$ cat src/hw/rtl/assert_macros.svh
// Assertion macros shared by the RTL files
`ifndef ASSERT_MACROS_SVH
`define ASSERT_MACROS_SVH

// concurrent check, held off while reset is asserted
`define MSE_ASSERT(lbl, prop) \
  lbl: assert property (@(posedge clk_i) disable iff (!rst_ni) prop) \
    else $error("assertion failed");

// concurrent check, live during reset too
`define MSE_ASSERT_ALWAYS(lbl, prop) \
  lbl: assert property (@(posedge clk_i) prop) else $error("assertion failed");

`endif

$ cat src/hw/rtl/mse_pkg.sv
// Types and constants of the mean and standard error block
`timescale 1ns / 1ps
package mse_pkg;
  localparam int unsigned MaxSamples = 4096;
  localparam int unsigned CountW     = 13;
  localparam int unsigned SumW       = 28;
  localparam int unsigned SqSumW     = 43;
  localparam int unsigned SampleW    = 16;
  localparam int unsigned MeanW      = 24;
  localparam int unsigned ErrW       = 30;
  localparam int unsigned BoundW     = 32;
  localparam int unsigned NumW       = 84;
  localparam int unsigned DenW       = 37;
  localparam int unsigned MulW       = 72;
  localparam int unsigned MulBW      = 28;
  localparam int unsigned RadW       = 60;
  localparam int unsigned StepW      = 7;

  typedef struct packed {
    logic [CountW-1:0]        count;
    logic signed [SumW-1:0]   sum;
    logic [SqSumW-1:0]        sq_sum;
    logic                     mode;
  } job_t;

  typedef struct packed {
    logic signed [MeanW-1:0]  mean;
    logic [ErrW-1:0]          error;
    logic signed [BoundW-1:0] upper_bound;
    logic signed [BoundW-1:0] lower_bound;
    logic                     status;
  } res_t;
endpackage

$ cat src/hw/rtl/mse_front.sv
// Front part: accumulates samples and issues one job per set
`timescale 1ns / 1ps
module mse_front import mse_pkg::*; (
  input  logic                      clk_i,
  input  logic                      rst_ni,
  input  logic                      accept_i,
  input  logic signed [SampleW-1:0] sample_i,
  input  logic                      last_sample_i,
  input  logic                      mode_i,
  output logic                      job_push_o,
  output job_t                      job_o
);
  logic [CountW-1:0]      count_q, count_d;
  logic signed [SumW-1:0] sum_q, sum_d;
  logic [SqSumW-1:0]      sq_q, sq_d;
  logic signed [31:0]     prod;
  logic                   room;

  always_comb begin
    prod    = 32'(sample_i) * 32'(sample_i);
    room    = count_q < CountW'(MaxSamples);
    count_d = count_q;
    sum_d   = sum_q;
    sq_d    = sq_q;
    if (room) begin
      count_d = count_q + CountW'(1);
      sum_d   = sum_q + SumW'(sample_i);
      sq_d    = sq_q + SqSumW'(unsigned'(prod[30:0]));
    end
  end

  assign job_push_o   = accept_i && last_sample_i;
  assign job_o.count  = count_d;
  assign job_o.sum    = sum_d;
  assign job_o.sq_sum = sq_d;
  assign job_o.mode   = mode_i;

  always_ff @(posedge clk_i or negedge rst_ni) begin
    if (!rst_ni) begin
      count_q <= '0;
      sum_q   <= '0;
      sq_q    <= '0;
    end else if (accept_i) begin
      if (last_sample_i) begin
        count_q <= '0;
        sum_q   <= '0;
        sq_q    <= '0;
      end else begin
        count_q <= count_d;
        sum_q   <= sum_d;
        sq_q    <= sq_d;
      end
    end
  end
endmodule

$ cat src/hw/rtl/mse_queue.sv
// Two-entry job queue between the front and back parts
`timescale 1ns / 1ps
module mse_queue import mse_pkg::*; (
  input  logic clk_i,
  input  logic rst_ni,
  input  logic push_i,
  input  job_t data_i,
  output logic full_o,
  input  logic pop_i,
  output logic valid_o,
  output job_t data_o
);
  job_t       mem_q [2];
  logic       wr_q, rd_q;
  logic [1:0] cnt_q;
  logic       do_push, do_pop;

  assign full_o  = cnt_q == 2'd2;
  assign valid_o = cnt_q != 2'd0;
  assign data_o  = mem_q[rd_q];
  assign do_push = push_i && !full_o;
  assign do_pop  = pop_i && valid_o;

  always_ff @(posedge clk_i) begin
    if (do_push) begin
      mem_q[wr_q] <= data_i;
    end
  end

  always_ff @(posedge clk_i or negedge rst_ni) begin
    if (!rst_ni) begin
      wr_q  <= 1'b0;
      rd_q  <= 1'b0;
      cnt_q <= 2'd0;
    end else begin
      if (do_push) wr_q <= ~wr_q;
      if (do_pop) rd_q <= ~rd_q;
      cnt_q <= cnt_q + 2'(do_push) - 2'(do_pop);
    end
  end
endmodule

$ cat src/hw/rtl/mse_back.sv
// Back part: serial divide, multiply and square root per job
`timescale 1ns / 1ps
module mse_back import mse_pkg::*; (
  input  logic clk_i,
  input  logic rst_ni,
  input  logic job_valid_i,
  input  job_t job_i,
  output logic job_pop_o,
  input  logic res_pop_i,
  output logic res_valid_o,
  output res_t res_o
);
  typedef enum logic [3:0] {
    B_IDLE, B_MEAN, B_MNQ, B_MSS, B_MN2, B_MK, B_DIV, B_SQRT, B_FIN
  } state_e;

  state_e             state_q;
  logic [CountW-1:0]  n_q;
  logic               neg_q, mode_q, low_q;
  logic [SumW-1:0]    abs_q;
  logic [SqSumW-1:0]  sq_q;
  logic [55:0]        p_q, m_q;
  logic [24:0]        n2_q;
  logic [MeanW-1:0]   mean_q;
  logic [ErrW-1:0]    err_q;
  logic [MulW-1:0]    mul_a_q, acc_q, mul_sum;
  logic [MulBW-1:0]   mul_b_q;
  logic [NumW-1:0]    num_q, div_num;
  logic [DenW-1:0]    den_q;
  logic [DenW:0]      rem_q, div_rem;
  logic [DenW+1:0]    rem_sh;
  logic               div_ge;
  logic [RadW-1:0]    rad_q;
  logic [ErrW-1:0]    root_q, root_d;
  logic [31:0]        srem_q, srem_sh, trial, srem_d;
  logic               sq_ge;
  logic [StepW-1:0]   cnt_q;
  logic               last_step;
  logic [MeanW-1:0]   mean_val;
  logic [11:0]        k;
  logic               res_valid_q;
  res_t               res_q;
  logic [SumW-1:0]    abs_in;

  assign job_pop_o   = (state_q == B_IDLE) && job_valid_i;
  assign res_valid_o = res_valid_q;
  assign res_o       = res_q;
  assign last_step   = cnt_q == '0;
  assign k           = 12'(n_q - CountW'(1));
  assign abs_in      = job_i.sum[SumW-1] ? SumW'(-job_i.sum) : job_i.sum;

  always_comb begin
    mul_sum = acc_q + (mul_b_q[0] ? mul_a_q : '0);
    rem_sh  = {rem_q, num_q[NumW-1]};
    div_ge  = rem_sh >= {2'b00, den_q};
    div_rem = div_ge ? (DenW+1)'(rem_sh - {2'b00, den_q}) : rem_sh[DenW:0];
    div_num = {num_q[NumW-2:0], div_ge};
    srem_sh = {srem_q[29:0], rad_q[RadW-1:RadW-2]};
    trial   = {root_q, 2'b01};
    sq_ge   = srem_sh >= trial;
    srem_d  = sq_ge ? srem_sh - trial : srem_sh;
    root_d  = {root_q[ErrW-2:0], sq_ge};
    if (n_q == '0) begin
      mean_val = '0;
    end else if (neg_q) begin
      mean_val = MeanW'(-(div_num[MeanW-1:0] + MeanW'(div_rem != '0)));
    end else begin
      mean_val = div_num[MeanW-1:0];
    end
  end

  always_ff @(posedge clk_i or negedge rst_ni) begin
    if (!rst_ni) begin
      state_q     <= B_IDLE;
      res_valid_q <= 1'b0;
      cnt_q       <= '0;
    end else begin
      if (res_pop_i && res_valid_q) res_valid_q <= 1'b0;
      unique case (state_q)
        B_IDLE: begin
          if (job_valid_i) begin
            n_q    <= job_i.count;
            neg_q  <= job_i.sum[SumW-1];
            abs_q  <= abs_in;
            sq_q   <= job_i.sq_sum;
            mode_q <= job_i.mode;
            low_q  <= (job_i.count == '0) || (!job_i.mode && job_i.count < CountW'(2));
            num_q  <= NumW'({abs_in, 8'h00});
            den_q  <= DenW'(job_i.count);
            rem_q  <= '0;
            cnt_q  <= StepW'(NumW - 1);
            state_q <= B_MEAN;
          end
        end
        B_MEAN: begin
          num_q <= div_num;
          rem_q <= div_rem;
          cnt_q <= cnt_q - StepW'(1);
          if (last_step) begin
            mean_q <= mean_val;
            if (low_q) begin
              err_q   <= '0;
              state_q <= B_FIN;
            end else begin
              mul_a_q <= MulW'(sq_q);
              mul_b_q <= MulBW'(n_q);
              acc_q   <= '0;
              cnt_q   <= StepW'(MulBW - 1);
              state_q <= B_MNQ;
            end
          end
        end
        B_MNQ, B_MSS, B_MN2, B_MK: begin
          acc_q   <= mul_sum;
          mul_a_q <= {mul_a_q[MulW-2:0], 1'b0};
          mul_b_q <= {1'b0, mul_b_q[MulBW-1:1]};
          cnt_q   <= cnt_q - StepW'(1);
          if (last_step) begin
            acc_q <= '0;
            cnt_q <= StepW'(MulBW - 1);
            unique case (state_q)
              B_MNQ: begin
                p_q     <= mul_sum[55:0];
                mul_a_q <= MulW'(abs_q);
                mul_b_q <= abs_q;
                state_q <= B_MSS;
              end
              B_MSS: begin
                m_q     <= p_q - mul_sum[55:0];
                mul_a_q <= MulW'(n_q);
                mul_b_q <= MulBW'(n_q);
                state_q <= B_MN2;
              end
              B_MN2: begin
                n2_q    <= mul_sum[24:0];
                mul_a_q <= mode_q ? MulW'(m_q) : MulW'(mul_sum[24:0]);
                mul_b_q <= MulBW'(k);
                state_q <= B_MK;
              end
              default: begin
                if (mode_q) begin
                  num_q <= {mul_sum[67:0], 16'h0000};
                  den_q <= DenW'(n2_q);
                end else begin
                  num_q <= {13'b0, m_q[54:0], 16'h0000};
                  den_q <= mul_sum[DenW-1:0];
                end
                rem_q   <= '0;
                cnt_q   <= StepW'(NumW - 1);
                state_q <= B_DIV;
              end
            endcase
          end
        end
        B_DIV: begin
          num_q <= div_num;
          rem_q <= div_rem;
          cnt_q <= cnt_q - StepW'(1);
          if (last_step) begin
            rad_q   <= div_num[RadW-1:0];
            root_q  <= '0;
            srem_q  <= '0;
            cnt_q   <= StepW'(ErrW - 1);
            state_q <= B_SQRT;
          end
        end
        B_SQRT: begin
          rad_q  <= {rad_q[RadW-3:0], 2'b00};
          root_q <= root_d;
          srem_q <= srem_d;
          cnt_q  <= cnt_q - StepW'(1);
          if (last_step) begin
            err_q   <= root_d;
            state_q <= B_FIN;
          end
        end
        B_FIN: begin
          if (!res_valid_q || res_pop_i) begin
            res_q.mean        <= mean_q;
            res_q.error       <= err_q;
            res_q.upper_bound <= BoundW'(signed'(mean_q)) + BoundW'(err_q);
            res_q.lower_bound <= BoundW'(signed'(mean_q)) - BoundW'(err_q);
            res_q.status      <= low_q;
            res_valid_q       <= 1'b1;
            state_q           <= B_IDLE;
          end
        end
        default: state_q <= B_IDLE;
      endcase
    end
  end
endmodule

$ cat src/hw/rtl/mean_and_standard_error_top.sv
// Top level of the mean and standard error block
// Samples are taken one per cycle while full is low and summed in the front part; the
// item marked last hands the count and sums to a two-entry job queue. The back part
// works one set at a time with a one-bit-per-cycle divider, shift-add multiplier and
// square root: a mean divide, four multiplies, a divide and a root per set, or only the
// mean divide for a set flagged too small; a result left unpopped holds the back part.
// full is raised while both queue entries wait, and no sample is taken then.
`timescale 1ns / 1ps
module mean_and_standard_error_top import mse_pkg::*; (
  input  logic                     clk_i,
  input  logic                     rst_ni,
  input  logic                     psel,
  input  logic                     penable,
  input  logic                     pwrite,
  input  logic [2:0]               paddr,
  input  logic [31:0]              pwdata,
  output logic [31:0]              prdata,
  output logic                     pready,
  input  logic                     push,
  output logic                     full,
  input  logic signed [SampleW-1:0] sample_i,
  input  logic                     last_sample_i,
  output logic                     empty,
  input  logic                     pop,
  output logic signed [MeanW-1:0]  mean_o,
  output logic [ErrW-1:0]          error_o,
  output logic signed [BoundW-1:0] upper_bound_o,
  output logic signed [BoundW-1:0] lower_bound_o,
  output logic                     status_o
);
`include "assert_macros.svh"

  logic error_mode_q;
  logic accept, job_push, job_valid, job_pop, res_valid;
  job_t job_in, job_out;
  res_t res;

  assign pready = 1'b1;
  assign prdata = (paddr[2] == 1'b0) ? {31'b0, error_mode_q} : 32'b0;

  always_ff @(posedge clk_i or negedge rst_ni) begin
    if (!rst_ni) begin
      error_mode_q <= 1'b0;
    end else if (psel && penable && pwrite && paddr[2] == 1'b0) begin
      error_mode_q <= pwdata[0];
    end
  end

  assign accept = push && !full;

  mse_front u_front (
    .clk_i,
    .rst_ni,
    .accept_i      (accept),
    .sample_i,
    .last_sample_i,
    .mode_i        (error_mode_q),
    .job_push_o    (job_push),
    .job_o         (job_in)
  );

  mse_queue u_queue (
    .clk_i,
    .rst_ni,
    .push_i  (job_push),
    .data_i  (job_in),
    .full_o  (full),
    .pop_i   (job_pop),
    .valid_o (job_valid),
    .data_o  (job_out)
  );

  mse_back u_back (
    .clk_i,
    .rst_ni,
    .job_valid_i (job_valid),
    .job_i       (job_out),
    .job_pop_o   (job_pop),
    .res_pop_i   (pop),
    .res_valid_o (res_valid),
    .res_o       (res)
  );

  assign empty         = !res_valid;
  assign mean_o        = res.mean;
  assign error_o       = res.error;
  assign upper_bound_o = res.upper_bound;
  assign lower_bound_o = res.lower_bound;
  assign status_o      = res.status;

  `MSE_ASSERT(a_low_no_err, !empty && status_o |-> error_o == '0)
  `MSE_ASSERT(a_low_bounds, !empty && status_o |-> upper_bound_o == lower_bound_o)
  `MSE_ASSERT(a_upper, !empty |-> upper_bound_o == BoundW'(mean_o) + BoundW'(error_o))
endmodule
$ cat config.mk
export PLATFORM = sky130hd
export DESIGN_NAME = mean_and_standard_error_top
export DESIGN_NICKNAME = d
export VERILOG_FILES = /design/src/hw/rtl/mse_pkg.sv /design/src/hw/rtl/mse_front.sv /design/src/hw/rtl/mse_queue.sv /design/src/hw/rtl/mse_back.sv /design/src/hw/rtl/mean_and_standard_error_top.sv
export VERILOG_INCLUDE_DIRS = /design/src /design/src/hw/rtl
export SDC_FILE = /design/constraint.sdc
export NUM_CORES = 2
export LEC_CHECK = 0
export ABC_AREA = 1
export BUFFER_PORTS_ARGS = -buffer_cell sky130_fd_sc_hd__buf_2
export CAP_MARGIN = 20
export CORE_UTILIZATION = 55
export CTS_CLUSTER_DIAMETER = 50
export DETAILED_ROUTE_END_ITERATION = 12
export PLACE_DENSITY = 0.74
export RECOVER_POWER = 100
export SYNTH_ARGS = -nofsm -noshare
export SYNTH_HDL_FRONTEND = slang
export SYNTH_SLANG_ARGS = --single-unit
$ cat constraint.sdc
create_clock -name clk_i -period 13.15 [get_ports clk_i]
set_input_delay 1.9725 -clock clk_i [delete_from_list [all_inputs] [get_ports clk_i]]
set_output_delay 1.9725 -clock clk_i [all_outputs]
set_load 0.01 [all_outputs]
# Word level (Yosys, flattened, before mapping)
# Memories as Yosys holds them, arrays and structs flattened.
# Cells that the tools add are included.
[word_totals] ff_bits=949 latch_bits=0 mem_bits_rw=170 rom_bits=0 in_bits=59 output_inout_bits=154 word_cells=193 mem_count=1
[op_classes] n_addsub=16 mul=1 div=0 n_lt_le_gt_ge=4 n_eq_ne=18 shifts=0 n_mux=72 bitwise_logic=3 n_reduce_logical=43
[memory_table] name="u_queue.mem_q" words=2 width=85 read_ports=1 rd_ports_with_merged_regs=0 write_ports=1 line="mse_queue.sv:13" text="job_t mem_q [2];"
[op_table] op="$mux W72" count=7
[op_table] op="$mux W84" count=4
[op_table] op="$pmux W72 S2" count=2
[op_table] op="$pmux W84 S3" count=1
[op_table] op="$pmux W72 S3" count=1
[op_table] op="$mux W30" count=6
[op_table] op="$pmux W30 S2" count=3
[op_table] op="$mux W28" count=6
[op_table] op="$mux W38" count=4
[op_table] op="$mux W37" count=4
[op_table] op="$pmux W60 S2" count=1
[op_table] op="$pmux W38 S3" count=1
[op_table] op="$mux W43" count=2
[op_table] op="$pmux W28 S3" count=1
[op_table] op="$pmux W37 S2" count=1
[op_table] op="$add A72 B72 Y72" count=1
[op_table] op="$mux W60" count=1
[op_table] op="$mux W56" count=1
[op_table] op="$pmux W28 S2" count=1
[op_table] op="$sub A56 B56 Y56" count=1
[op_table] op="$add A43 B31 Y43" count=1
[op_table] op="$mux W7" count=6
[op_table] op="$ge A39 B37 Y1" count=1
[op_table] op="$reduce_bool A38 Y1" count=1
[op_table] op="49 further kinds" count=99

# Longest topological paths before layout
[depth] depth_word=7 mapped_depth=43 depth_no_buf=42

# By module
# From an unflattened synthesis, not the netlist that was laid out.
[hier_totals] hier_cells=9342 area_unflattened_um2=77257.8
[modules_own_cells] module="mse_back" instances=1 cells_per_inst=6145 area_each_um2=52188.8 seq_area_each_um2=25494.5
[modules_own_cells] module="mse_front" instances=1 cells_per_inst=2672 area_each_um2=18313.8 seq_area_each_um2=2102.0
[modules_own_cells] module="mse_queue" instances=1 cells_per_inst=477 area_each_um2=6429.9 seq_area_each_um2=5205.0
[modules_own_cells] module="mean_and_standard_error_top" instances=1 cells_per_inst=48 area_each_um2=325.3 seq_area_each_um2=25.0

# Worst setup path before layout
# Ideal clock, no wire load.
[synth_path] path_kind="input port to flip-flop" start="input port rst_ni" end="register u_back.acc_q[0] (enable)" setup_time_ns=0.889 arrival_time_ns=13.095 t_required_ns=12.261 slack_ns=-0.834 cell_stages=2 n_path_buf=0 path_cell_list="inv_1 nor3_1"
[synth_between] elab_chain_cells=1
[synth_rtl] element="start: declaration" line="mean_and_standard_error_top.sv:11" text="input logic rst_ni,"
[synth_rtl] element="$reduce_and A4 Y1 (no source line)"
[synth_rtl] element="end signal: assignment" line="mse_back.sv:114" text="acc_q <= mul_sum;"
[synth_rtl] element="end: declaration" line="mse_back.sv:26" text="logic [MulW-1:0] mul_a_q, acc_q, mul_sum;"
# Every way passes these cells.
# A chain may end at the register's enable or synchronous reset.

# Worst setup path in the final report
[layout_path] start="register u_back.state_q[2]" end="register u_back.rem_q[27] (enable)"
[layout_between] elab_chain_cells=4 word_cells_on_any_way=15 classes_between="eq/ne: 9; reduce/logical: 6"
[layout_rtl] element="start: declaration" line="mse_back.sv:17" text="state_e state_q;"
[layout_rtl] element="start signal: assignment" line="mse_back.sv:74" text="state_q <= B_IDLE;"
[layout_rtl] element="start signal: assignment" line="mse_back.sv:92" text="state_q <= B_MEAN;"
[layout_rtl] element="start signal: assignment" line="mse_back.sv:103" text="state_q <= B_FIN;"
[layout_rtl] element="$eq A4 B3 Y1 (tied with other cells)" line="mse_back.sv:79" text="unique case (state_q)"
[layout_rtl] element="$reduce_or A4 Y1 (tied with other cells)" line="mse_back.sv:79"
[layout_rtl] element="$ne A2 B2 Y1 (no source line) (tied with other cells)"
[layout_rtl] element="$reduce_and A5 Y1 (no source line) *"
[layout_rtl] element="end signal: assignment" line="mse_back.sv:97" text="rem_q <= div_rem;"
[layout_rtl] element="end signal: assignment" line="mse_back.sv:157" text="rem_q <= div_rem;"
[layout_rtl] element="end: declaration" line="mse_back.sv:30" text="logic [DenW:0] rem_q, div_rem;"
# Every way passes the cells marked *; elsewhere a longest branch is shown, timed or not.

==> qor_table.md <==
| Metric | Reported | Unit |
|---|---|---|
| Overall die area | 0.140 | sq mm |
| Startpoint Class | flip-flop | - |
| Clock buffer depth | 3 | - |
| Adder and majority gate portion of the synthesized area | 13.3 | % |
| RSZ-0062 raised after global routing | false | - |
| Number of stages on the worst hold path | 0 | - |
| Number of levels the H-tree was split into | 4 | - |
| Placed Cells | 10800 | - |
| Number of hold-slack violations in the final timing report | 0 | - |
| Die boundary width | 374 | um |
| Worst reg2reg path depth | 12 | - |
| Pwr Density | 277 | mW/mm^2 |
| Average vias per placed instance | 5.66 | - |
| Max_slew headroom | -162 | % |
| Min-Delay Endpoint | u_queue.mem_q[1][0] | - |
| Path type of the worst min-delay path | reg -> reg | - |
| Synthesis-stage register bit count | 1110 | - |
| Critical path peak fanout | 55 | - |
| First-pass GRT wire length | 341 | mm |
| Beginning of the worst hold path | error_mode_q | - |
| Final routed DRC violation total | 0 | - |
| Area growth, synth to finish | 8.79 | % |
| Post-synthesis share of cell area spent on and, or, nand and nor gates | 20.1 | % |
| Number of hold buffers added after cts | 0 | - |
| Filler instances | 12100 | - |
| Worst hold slack after final layout | 0.488 | ns |
| Element type at the critical path end | flip-flop | - |
| Total detailed-routing wirelength | 219 | mm |
| Most common cell after layout, fill and taps aside | sky130_fd_sc_hd__nand2_1 | - |
| Top cells by area, synth | sky130_fd_sc_hd__edfxtp_1, sky130_fd_sc_hd__nand2_1, sky130_fd_sc_hd__inv_1, sky130_fd_sc_hd__ha_1, sky130_fd_sc_hd__fa_1 | - |
| Worst VDD drop | 1270 | uV |
| Data arrival, critical path | 11.54 | ns |
| Post-CTS setup buffers | 0 | - |
| Number of synthesis warnings | 0 | - |
| Leakage dissipation | 37.6 | nW |
| Source of the worst register-to-register timing path | u_back.state_q[2] | - |
| Synth Area in Compound Gates | 10.8 | % |
| CTS tree | done | - |
| Share of Yosys cell area claimed by the top area cell type | 39.9 | % |
| Total global-route track usage | 31.3 | % |
| Initial detailed-routing violation count | 6512 | - |
| Crit Path Category | reg -> reg | - |
| Ratio of cells with drive above 1 in the final layout | 3.86 | % |
| Number of cells in the finished layout apart from fillers | 11100 | - |
| Synthesized cell area | 0.0760 | sq mm |
| Number of clock sinks | 1110 | - |
| Effective utilization at floorplan | 55.3 | % |
| Required time of the critical path | 13.43 | ns |
| Share of the cycle needed by the critical path after routing | 85.6 | % |
| Most used cells in the layout excluding fill and tap cells | sky130_fd_sc_hd__nand2_1, sky130_fd_sc_hd__inv_1, sky130_fd_sc_hd__edfxtp_1, sky130_fd_sc_hd__nor2_1, sky130_fd_sc_hd__o21ai_0 | - |
| Via count of the first global-routing pass | 61100 | - |
| Library cell occupying the most area in the post-synthesis netlist | sky130_fd_sc_hd__edfxtp_1 | - |
| Count of buffers inserted at the top-level ports | 147 | - |
| Placed wire-length estimate after detailed placement | 170 | mm |
| Clock period minus final worst setup slack | 11.26 | ns |
| Final max-slew violation count | 2118 | - |
| Capturing point of the worst reg2reg path | u_back.rem_q[27] | - |
| Post-Syn Instances | 9048 | - |
| Mean Syn Cell Area | 8.40 | sq um |
| Die height | 374 | um |
| Number of enable flip-flop cells after synthesis | 1009 | - |
| Result of the run | finished with violations | - |
| Main flop type after synthesis | sky130_fd_sc_hd__edfxtp_1 | - |
| Count of TritonRoute iterations in the first routing pass | 6 | - |
| Root Buffer | sky130_fd_sc_hd__clkbuf_16 | - |
| Antenna violation net count after detailed routing | 0 | - |
| Share of cell area taken by muxes after synthesis | 0.0527 | % |
| Final-report setup violation count | 0 | - |
| Placer's final routability congestion estimate | 0.996 | - |
| Violations in the final reports | capacitance limit, slew limit | - |
| Max cap viols | 43 | - |
| Top-Level Pins | 213 | - |
| Inserted Clock Buffers | 137 | - |
| Worst slew pin tran | 3.93 | ns |
| Average wire per cell in the routed design | 19.8 | um |
| Final layout net count | 9910 | - |
| Post-CTS Resized | 0 | - |
| Dominant combinational cell family by area after synthesis | simple AND/OR/NAND/NOR gates | - |
| Clock latency reported for the late side of the worst-skew pair | 0.77 | ns |
| Share of async-settable or async-resettable flops after synthesis | 9.10 | % |
| Clock-pin transition on the worst setup and hold timing paths | 0.06 | ns |
| Reg2Reg Setup Slack | 1.89 | ns |
| Aggregate global routing overflow | 0 | - |
| Distinct cell type count after synthesis | 65 | - |
| Highest attainable clock frequency | 88.8 | MHz |
| Floorplan Core Area | 0.137 | sq mm |
| Xor and xnor area share after synthesis | 3.40 | % |
| Number of vias in the routed layout | 62700 | - |
| Pin count of the biggest net entering global routing | 78 | - |
| Antenna violations before repair | 3 | - |
| Sequential fraction of the synthesis area | 43.2 | % |
| Final setup TNS | 0 | ns |
| Final worst clock skew | 0.0358 | ns |
| Number of core rows | 136 | - |
## worst max-delay path: stages (launching register included)
cell and delay, ns:
sky130_fd_sc_hd__dfrtp_1 0.39, sky130_fd_sc_hd__inv_1 0.06, sky130_fd_sc_hd__nor2_1 0.13, sky130_fd_sc_hd__inv_1 0.09, sky130_fd_sc_hd__nor2_1 0.09, sky130_fd_sc_hd__clkbuf_1 0.74, sky130_fd_sc_hd__nor2_1 0.16, sky130_fd_sc_hd__nand2_1 0.68
sky130_fd_sc_hd__clkbuf_1 1.75, sky130_fd_sc_hd__nor2_1 0.31, sky130_fd_sc_hd__a21oi_1 1.36, sky130_fd_sc_hd__clkbuf_1 2.51, sky130_fd_sc_hd__clkbuf_1 2.38
## cells in the mapped netlist (6+ instances only)
cell type,n
sky130_fd_sc_hd__a211oi_1,10
sky130_fd_sc_hd__a21boi_0,29
sky130_fd_sc_hd__a21o_1,61
sky130_fd_sc_hd__a21oi_1,483
sky130_fd_sc_hd__a221oi_1,23
sky130_fd_sc_hd__a22o_1,12
sky130_fd_sc_hd__a31oi_1,43
sky130_fd_sc_hd__a41oi_1,6
sky130_fd_sc_hd__and2_1,7
sky130_fd_sc_hd__and3_1,6
sky130_fd_sc_hd__buf_1,20
sky130_fd_sc_hd__buf_2,32
sky130_fd_sc_hd__buf_4,38
sky130_fd_sc_hd__buf_6,7
sky130_fd_sc_hd__clkbuf_1,163
sky130_fd_sc_hd__clkinv_1,7
sky130_fd_sc_hd__dfrtp_1,101
sky130_fd_sc_hd__edfxtp_1,1009
sky130_fd_sc_hd__fa_1,232
sky130_fd_sc_hd__ha_1,435
sky130_fd_sc_hd__inv_1,1498
sky130_fd_sc_hd__inv_2,17
sky130_fd_sc_hd__nand2_1,2247
sky130_fd_sc_hd__nand3_1,320
sky130_fd_sc_hd__nand3b_1,36
sky130_fd_sc_hd__nand4_1,68
sky130_fd_sc_hd__nor2_1,872
sky130_fd_sc_hd__nor2_2,14
sky130_fd_sc_hd__nor3_1,80
sky130_fd_sc_hd__nor4_1,26
sky130_fd_sc_hd__o2111ai_1,10
sky130_fd_sc_hd__o211ai_1,55
sky130_fd_sc_hd__o21a_1,20
sky130_fd_sc_hd__o21ai_0,484
sky130_fd_sc_hd__o21ai_1,50
sky130_fd_sc_hd__o21ai_2,10
sky130_fd_sc_hd__o21bai_1,55
sky130_fd_sc_hd__o221ai_1,16
sky130_fd_sc_hd__o22ai_1,28
sky130_fd_sc_hd__o31ai_1,13
sky130_fd_sc_hd__or2_1,11
sky130_fd_sc_hd__or2_2,53
sky130_fd_sc_hd__xnor2_1,91
sky130_fd_sc_hd__xor2_1,202
## state kept, by name, indices dropped and copies added, names as in the netlist, 30 cells and up
| signal | cells |
|---|---|
| u_back.num_q | 84 |
| u_back.err_q | 30 |
| u_queue.mem_q | 170 |
| u_back.res_o | 118 |
| u_back.mul_a_q | 68 |
| u_back.sq_q | 43 |
| u_back.srem_q | 30 |
| u_front.sq_q | 43 |
| u_back.m_q | 56 |
| u_back.rad_q | 60 |
| u_back.p_q | 56 |
| u_back.rem_q | 38 |
| u_back.acc_q | 68 |
| u_back.root_q | 30 |
| u_back.den_q | 37 |
## metrics by stage
stage                     area, sq um  worst slack (ns)  util, %  power (mW)
after floorplan                 76100              1.52        -        14.6
after global placement          78600              2.50     57.2        18.8
after detailed placement        78600              2.37     57.2        19.0
after CTS                       83200              3.17     60.6        22.9
after global routing            82700              1.32     60.2        24.8
final                           82700              1.89     60.2        22.9
## worst max-delay path by stage
stage / start / end / depth (start not counted)
floorplan: rst_ni / u_back.rad_q[0] / 2
global placement: sample_i[15] / u_queue.mem_q[0][33] / 33
detailed placement: sample_i[15] / u_queue.mem_q[0][41] / 33
CTS: sample_i[15] / u_queue.mem_q[0][41] / 33
global route: sample_i[15] / u_front.sq_q[32] / 37
finish: u_back.state_q[2] / u_back.rem_q[27] / 12
## power breakdown
group | switching, mW | internal [mW]
clock | 1.57 | 2.25
sequential | 0.0397 | 4.76
combinational | 9.76 | 4.54
total | 11.4 | 11.6
## layer usage
| layer | part of all wire, % | global-route usage (%) | up-vias |
|---|---|---|---|
| li1 | - | - | 29800 |
| met1 | 43 | 43.9 | 29700 |
| met2 | 45 | 49.2 | 2764 |
| met3 | 9.2 | 5.25 | 448 |
| met4 | 3.4 | 10.7 | 4 |
| met5 | 0.013 | 0 | - |
## cell families (layout without fill, tap and decap cells)
kind of cell / after synthesis / count (layout)
adder cells (fa/ha/maj): 667 / 667
XOR/XNOR: 294 / 294
AND/OR/NAND/NOR: 3758 / 3758
AO/OA/AOI/OAI: 1429 / 1429
buffers and inverters: 1784 / 2001
other: 2 / 33
flip-flops: 1110 / 1110
multiplexers: 4 / 4
## final cells by class
cell class                      instances  area, sq um  area share [%]
Clock inverter                         84          966            1.17
Tap cell                             1794         2240            2.71
Sequential cell                      1110        32800            39.7
Antenna cell                            1         2.50         0.00303
Multi-Input combinational cell       6184        36400            44.0
Clock buffer                          166         3610            4.37
Inverter                             1523         5720            6.92
Timing Repair Buffer                  228          941            1.14
No activity file was read; power rests on OpenSTA's default activity.
